$ cat config.mk
export PLATFORM = sky130hd
export DESIGN_NAME = shps_window
export DESIGN_NICKNAME = d
export VERILOG_FILES = /design/src/rtl/core/shps_pkg.sv /design/src/rtl/core/shps_cell.sv /design/src/rtl/core/shps_window.sv
export SDC_FILE = /design/constraint.sdc
export NUM_CORES = 1
export LEC_CHECK = 0
export ABC_AREA = 1
export BUFFER_PORTS_ARGS = -buffer_cell sky130_fd_sc_hd__buf_2
export CELL_PAD_IN_SITES_DETAIL_PLACEMENT = 0
export CELL_PAD_IN_SITES_GLOBAL_PLACEMENT = 1
export CORE_MARGIN = 1
export CORE_UTILIZATION = 39
export CTS_CLUSTER_DIAMETER = 100
export DETAILED_ROUTE_END_ITERATION = 12
export PLACE_DENSITY = 0.77
export RECOVER_POWER = 100
export SLEW_MARGIN = 30
export SYNTH_ARGS = -nofsm -noshare
export SYNTH_HDL_FRONTEND = slang
export SYNTH_SLANG_ARGS = --single-unit
$ cat constraint.sdc
create_clock -name clk -period 2 [get_ports clk]
set_clock_uncertainty 0.1 [all_clocks]
set_input_delay 0.4 -clock clk [delete_from_list [all_inputs] [get_ports clk]]
set_output_delay 0.4 -clock clk [all_outputs]
set_load 0.005 [all_outputs]
$ cat src/rtl/core/shps_pkg.sv
// ----------------------------------------------------------------------------
// shps_pkg
// Types and constants shared by the script hash pattern scanner modules.
// ----------------------------------------------------------------------------
package shps_pkg;

  localparam int WIN_LEN    = 25;
  localparam int P2SH_LEN   = 23;
  localparam int HASH_WORDS = 5;
  localparam int FILL_W     = 5;

  localparam logic [7:0] OP_DUP         = 8'h76;
  localparam logic [7:0] OP_HASH160     = 8'ha9;
  localparam logic [7:0] OP_PUSH20      = 8'h14;
  localparam logic [7:0] OP_EQUALVERIFY = 8'h88;
  localparam logic [7:0] OP_CHECKSIG    = 8'hac;
  localparam logic [7:0] OP_EQUAL       = 8'h87;

  // request kinds carried in tuser
  localparam logic REQ_KEY_LOAD = 1'b0;
  localparam logic REQ_SCAN     = 1'b1;

  typedef logic [HASH_WORDS-1:0][31:0] hash_t;

  typedef enum logic {
    SRCH_IDLE,
    SRCH_RUN
  } srch_state_t;

  // script found on the incoming byte
  typedef struct packed {
    logic found;
    logic p2sh;
  } cand_t;

  // key store word write
  typedef struct packed {
    logic        en;
    logic [5:0]  slot;
    logic [2:0]  widx;
    logic [31:0] value;
  } key_wr_t;

  // key search status toward the top level
  typedef struct packed {
    logic busy;
    logic done;
    logic hit;
    logic armed;
  } srch_stat_t;

endpackage

$ cat src/rtl/core/shps_cell.sv
// ----------------------------------------------------------------------------
// shps_cell
// One byte cell of the sliding window; takes its neighbor's byte on a shift.
// ----------------------------------------------------------------------------
module shps_cell (
  input  logic       clk,
  input  logic       rst,
  input  logic       shift,
  input  logic       clear,
  input  logic [7:0] din,
  output logic [7:0] dout
);

  logic [7:0] q;

  always_ff @(posedge clk) begin
    if (rst || clear) begin
      q <= '0;
    end else if (shift) begin
      q <= din;
    end
  end

  assign dout = q;

endmodule

$ cat src/rtl/core/shps_window.sv
// ----------------------------------------------------------------------------
// shps_window
// Row of 25 byte cells with fill count, script pattern detect and hash select.
// ----------------------------------------------------------------------------
module shps_window (
  input  logic                 clk,
  input  logic                 rst,
  input  logic                 shift,
  input  logic                 clear,
  input  logic [7:0]           data_byte,
  output shps_pkg::cand_t      cand,
  output shps_pkg::hash_t      hash
);

  import shps_pkg::*;

  logic [7:0]        win [WIN_LEN];
  logic [7:0]        nxt [WIN_LEN];
  logic [FILL_W-1:0] fill;
  logic [FILL_W-1:0] fill_next;
  logic              p2sh;
  logic              hit_pkh;
  logic              hit_sh;

  for (genvar i = 0; i < WIN_LEN; i++) begin : g_cell
    if (i == WIN_LEN - 1) begin : g_tail
      assign nxt[i] = data_byte;
    end else begin : g_body
      assign nxt[i] = win[i+1];
    end
    shps_cell u_cell (
      .clk   (clk),
      .rst   (rst),
      .shift (shift),
      .clear (clear),
      .din   (nxt[i]),
      .dout  (win[i])
    );
  end

  assign fill_next = (fill == FILL_W'(WIN_LEN)) ? fill : fill + FILL_W'(1);

  always_ff @(posedge clk) begin
    if (rst || clear) begin
      fill <= '0;
    end else if (shift) begin
      fill <= fill_next;
    end
  end

  // patterns are judged on the window as it stands after this byte
  assign hit_pkh = (fill_next >= FILL_W'(WIN_LEN)) &&
                   (nxt[0] == OP_DUP) && (nxt[1] == OP_HASH160) &&
                   (nxt[2] == OP_PUSH20) && (nxt[WIN_LEN-2] == OP_EQUALVERIFY) &&
                   (nxt[WIN_LEN-1] == OP_CHECKSIG);
  assign hit_sh  = (fill_next >= FILL_W'(P2SH_LEN)) &&
                   (nxt[WIN_LEN-P2SH_LEN] == OP_HASH160) &&
                   (nxt[WIN_LEN-P2SH_LEN+1] == OP_PUSH20) &&
                   (nxt[WIN_LEN-1] == OP_EQUAL);

  assign cand.found = hit_pkh || hit_sh;
  assign cand.p2sh  = hit_sh;

  // remember which script so the hash offset is right during the search
  always_ff @(posedge clk) begin
    if (rst) begin
      p2sh <= 1'b0;
    end else if (shift && cand.found) begin
      p2sh <= hit_sh;
    end
  end

  always_comb begin
    for (int w = 0; w < HASH_WORDS; w++) begin
      if (p2sh) begin
        hash[w] = {win[4+4*w], win[5+4*w], win[6+4*w], win[7+4*w]};
      end else begin
        hash[w] = {win[3+4*w], win[4+4*w], win[5+4*w], win[6+4*w]};
      end
    end
  end

endmodule

Word-level counts from Yosys, hierarchy flattened
Cells that the tools add are included.
Word-level totals
  register bits after elaboration: 198
  bits in latches: 0
  RAM bits: 0
  memory bits (read-only): 0
  output and inout port bits: 162
  memories kept: 0
Cells by class
  add/subtract/negate cells: 1
  $mul: 0
  div/mod/pow operators: 0
  $lt $le $gt $ge: 2
  eq/ne operators: 9
  shift operators: 0
  mux-type cells: 6
  bitwise operators: 0
  reduce and logical (&&, ||, !) cells: 11
Operators by type and width (count)
  $mux 32: 5
  $eq 8x8->1 const B: 5
  $eq 8x5->1 const B: 2
  $ge 5x5->1 const B: 2
  $logic_and 1x1->1: 9
  $eq 8x7->1 const B: 1
  $add 5x1->5 const B: 1
  $eq 5x5->1 const B: 1
  $mux 5: 1
  $logic_or 1x1->1: 2

Depth between registers and ports, before layout
  word-level depth: 10
  depth in mapped cells: 12
  gate-level depth less buffers: 12

Hierarchy
From an unflattened synthesis, not the netlist that was laid out.
Unflattened totals
  cell total of the unflattened synthesis: 1752
  area total of the unflattened synthesis: 11111.9 um^2
By module, submodules not included
  shps_cell: times used 24, cells each 51, area an instance 357.8 um^2, sequential area each 160.2 um^2
  shps_window: times used 1, cells each 528, area an instance 2523.7 um^2, sequential area each 120.1 um^2

Worst setup path after synthesis
No wires, ideal clock.
  path kind: flip-flop to output port
  start: reg fill[0]
  end: out cand[0] (netlist name)
  arrival time: 1.271 ns
  setup slack: 0.229 ns
  cell stages (with the launch flop): 11
  path through: dfxtp_1 > ha_1 > nand2_1 > inv_2 > nand2_2 > xor2_2 > inv_2 > nor2_2 > nand2_2 > clkinv_2 > buf_4
On the way
  word-level cells in the longest chain between the ends: 6
  elaborated cells between the ends (all ways): 7
  those cells by class: add/sub (1); order compare (1); eq/ne (1); mux (1); reduce/logical (3)
Ends and longest elaborated chain
  start: declaration: RTL line shps_window.sv:19  | logic [FILL_W-1:0] fill;
  start signal: assignment: RTL line shps_window.sv:47  | fill <= fill_next;
  $add 5x1->5 / $eq 5x5->1 (equally long branches): RTL line shps_window.sv:41  | assign fill_next = (fill == FILL_W'(WIN_LEN)) ? fill : fill + FILL_W'(1);
  $mux 5 *: RTL line shps_window.sv:41
  $ge 5x5->1 *: RTL line shps_window.sv:56  | assign hit_sh = (fill_next >= FILL_W'(P2SH_LEN)) &&
  $logic_and 1x1->1 *: RTL line shps_window.sv:56
  $logic_and 1x1->1 *: RTL line shps_window.sv:57  | (nxt[WIN_LEN-P2SH_LEN] == OP_HASH160) &&
  $logic_and 1x1->1 *: RTL line shps_window.sv:58  | (nxt[WIN_LEN-P2SH_LEN+1] == OP_PUSH20) &&
  end: declaration: RTL line shps_window.sv:11  | output shps_pkg::cand_t cand,
Mark *: on every way between the ends. The rest lies on a longest branch, timed or not.

==> flow_summary.toml <==
[grt]
first_global_vias = 7092
globalRouteOverflowTotal = 0
antenna_found_initial = 0
grt_max_degree = 110
grt_use_total = 0.213
grt_pass1_wl_um = 37900

[run]
drv_cap = 0

[logic_synthesis]
synth.avg_cell_area_um2 = 7.08
yosys.area.top_type = "dfxtp_1"
ys_top_cells_by_area = "dfxtp_1 46%, o21ai_0 16%, a21oi_1 15%, nand2_1 6.3%, inv_1 5.0%"
synth.top_cell.area_share = 0.456
netlist_area_um2 = 8690
ys_ff_latch = 198
ys_seq_area_frac = 0.456
yosys_warnings = 0
yosys.cell_types.count = 23
synthCells = 1227
synth_fp_nets = 1241

[sta]
tightestPinTransition_ns = 0.874
finalHoldViolations = 0
setup_viol = 137
finalCriticalPeriod_ns = 2.28
rsz0062_at_grt = "yes"
finalWorstSetupSlack_ns = -0.285
setup_tns_ns = -12.36
maxSlewHeadroom = 0.417
fin_crit_sh = 1.14
fmax_mhz = 438
drv_slew = 0

[setup_path]
startpoint_type = "register"
end_kind = "primary output"
r2r-start = "fill[1]"
crit_start = "fill[1]"
path_max_fanout = 4
required_ns = 1.50
path_class = "register to primary output"
cp.arrival_ns = 1.78

[drt]
routedWlPerCell_um = 17.2
viasPerCell = 5.28
wl_um = 29500
drt.antenna.violating_nets = 0
num_vias = 9048
dr.pass1.iters = 5
drt_iter0_drc = 469
drc = 0

[floorplan]
dieWidth_um = 151
dieHeight_um = 151
initial_core_util = 0.398
pin_count = 174
rows = 54
core-area_um2 = 21800
die_area_um2 = 22900

[clocking]
htreeDepth = 4
cts.sinks = 198
cts_buffers = 17
clk_pin_slew_ns = 0.07
worstSkewPairLatency_ns = 0.45
cts_tree = "done"
cts_buffer_depth = 2
cts_root_buffer = "clkbuf_16"

[layout]
synthToLayoutAreaGrowth_pct = 53.0
nNetsFinal = 1436
design_area_um2 = 13300
drive_gt1_frac = 0.418
fillers = 1885
layout_common_cells = "204 x a21oi_1, 195 x dfxtp_1, 186 x o21ai_0"
mostFrequentLayoutCell = "a21oi_1"
antenna_cells = 0

[place]
io_buffers = 173
place_ws_ns = 0.0889
dpl.hpwl_um = 16300
place_area_um2 = 9820
globalplace.congestion = 0.838

[power]
p_per_area_nw_per_um2 = 621
p_leak_uw = 0.00588
ir_drop_uv = 571

[run_status]
outcome = "finished, violations left"
failed_checks = "setup timing"

[worst_hold_path]
hold_path_class = "input pin to register"
hp-start = "rst"
-- cells by family (layout without fill, tap and decap cells) --
| kind of cell | count (synthesis) | after routing | share of synthesized area |
|---|---|---|---|
| compound gates | 540 | 540 | 0.312 |
| xor+xnor | 1 | 1 | 0.00187 |
| fa+ha+maj | 2 | 2 | 0.00288 |
| buf+inv | 221 | 429 | 0.106 |
| flops | 198 | 198 | 0.456 |
| simple gates | 265 | 265 | 0.121 |
-- sequential cells by signal, indices dropped and copies added (netlist names) --
signal / cells
fill: 5
p2sh: 1
g_cell.u_cell.dout: 192
-- cell type report --
cell class / instances / area (um^2) / area share
multi-input cells: 808 / 5290 / 0.398
clock inverters: 13 / 111 / 0.00838
flip-flops and latches: 198 / 3980 / 0.299
repair buffers: 276 / 2670 / 0.201
well taps: 280 / 350 / 0.0264
clock buffers: 19 / 433 / 0.0326
inverters: 121 / 463 / 0.0348
-- metrics by stage --
stage	total power, uW	utilization	hold WS [ns]	instances
finish	8250	0.609	0.0959	1715
global route	8560	0.609	0.0902	1715
CTS	8170	0.490	0.0725	1646
detailed placement	4910	0.450	0.345	1604
global placement	4900	0.450	0.342	1604
floorplan	4640	-	0.335	1227
-- final timing paths --
check | slack, ns | cells past startpoint | endpoint
max | -0.28 | 9 | cand[1]
min | 0.1 | 2 | p2sh
max reg2reg | 0.35 | 11 | p2sh
min reg2reg | 0.36 | 2 | g_cell[1].u_cell.dout[2]
-- worst max-delay path, stage by stage, from the launching register on --
cell and delay (ns):
dfxtp_4 0.40, ha_4 0.15, nand2_2 0.05, inv_2 0.07, nand2_2 0.06, xor2_2 0.22, buf_4 0.16, nand3_1 0.06
nand2_1 0.07, buf_2 0.10
-- report_power, final --
part	switching [uW]	internal [uW]
clock network	1650	1630
registers	123	4070
logic	480	295
-- metal layers --
layer	track usage	vias up	routed length, um
li1	-	4501	-
met1	0.290	4308	13500
met2	0.336	203	14300
met3	0.0419	36	1260
met4	0.0640	0	491
met5	0	-	0
-- synth_stat cells (all sizes together) --
cell / count
buf: 52
dfxtp: 198
clkinv: 1
inv: 120
nand3: 14
o21ai: 280
a21oi: 259
nand4: 6
o211ai: 1
xor2: 1
nand2: 153
clkbuf: 48
nor2: 92
ha: 2
-- timing repair --
item                                    in CTS  in global routing
gates resized for setup                     64                481
pin swaps                                    6                 92
endpoints found under the setup margin     122                149
hold buffers                                 0                  0
hold endpoints to repair                     0                  0
gates cloned                                 4                 44
setup buffers                                6                 28
Power figures use the tool's default switching activity.
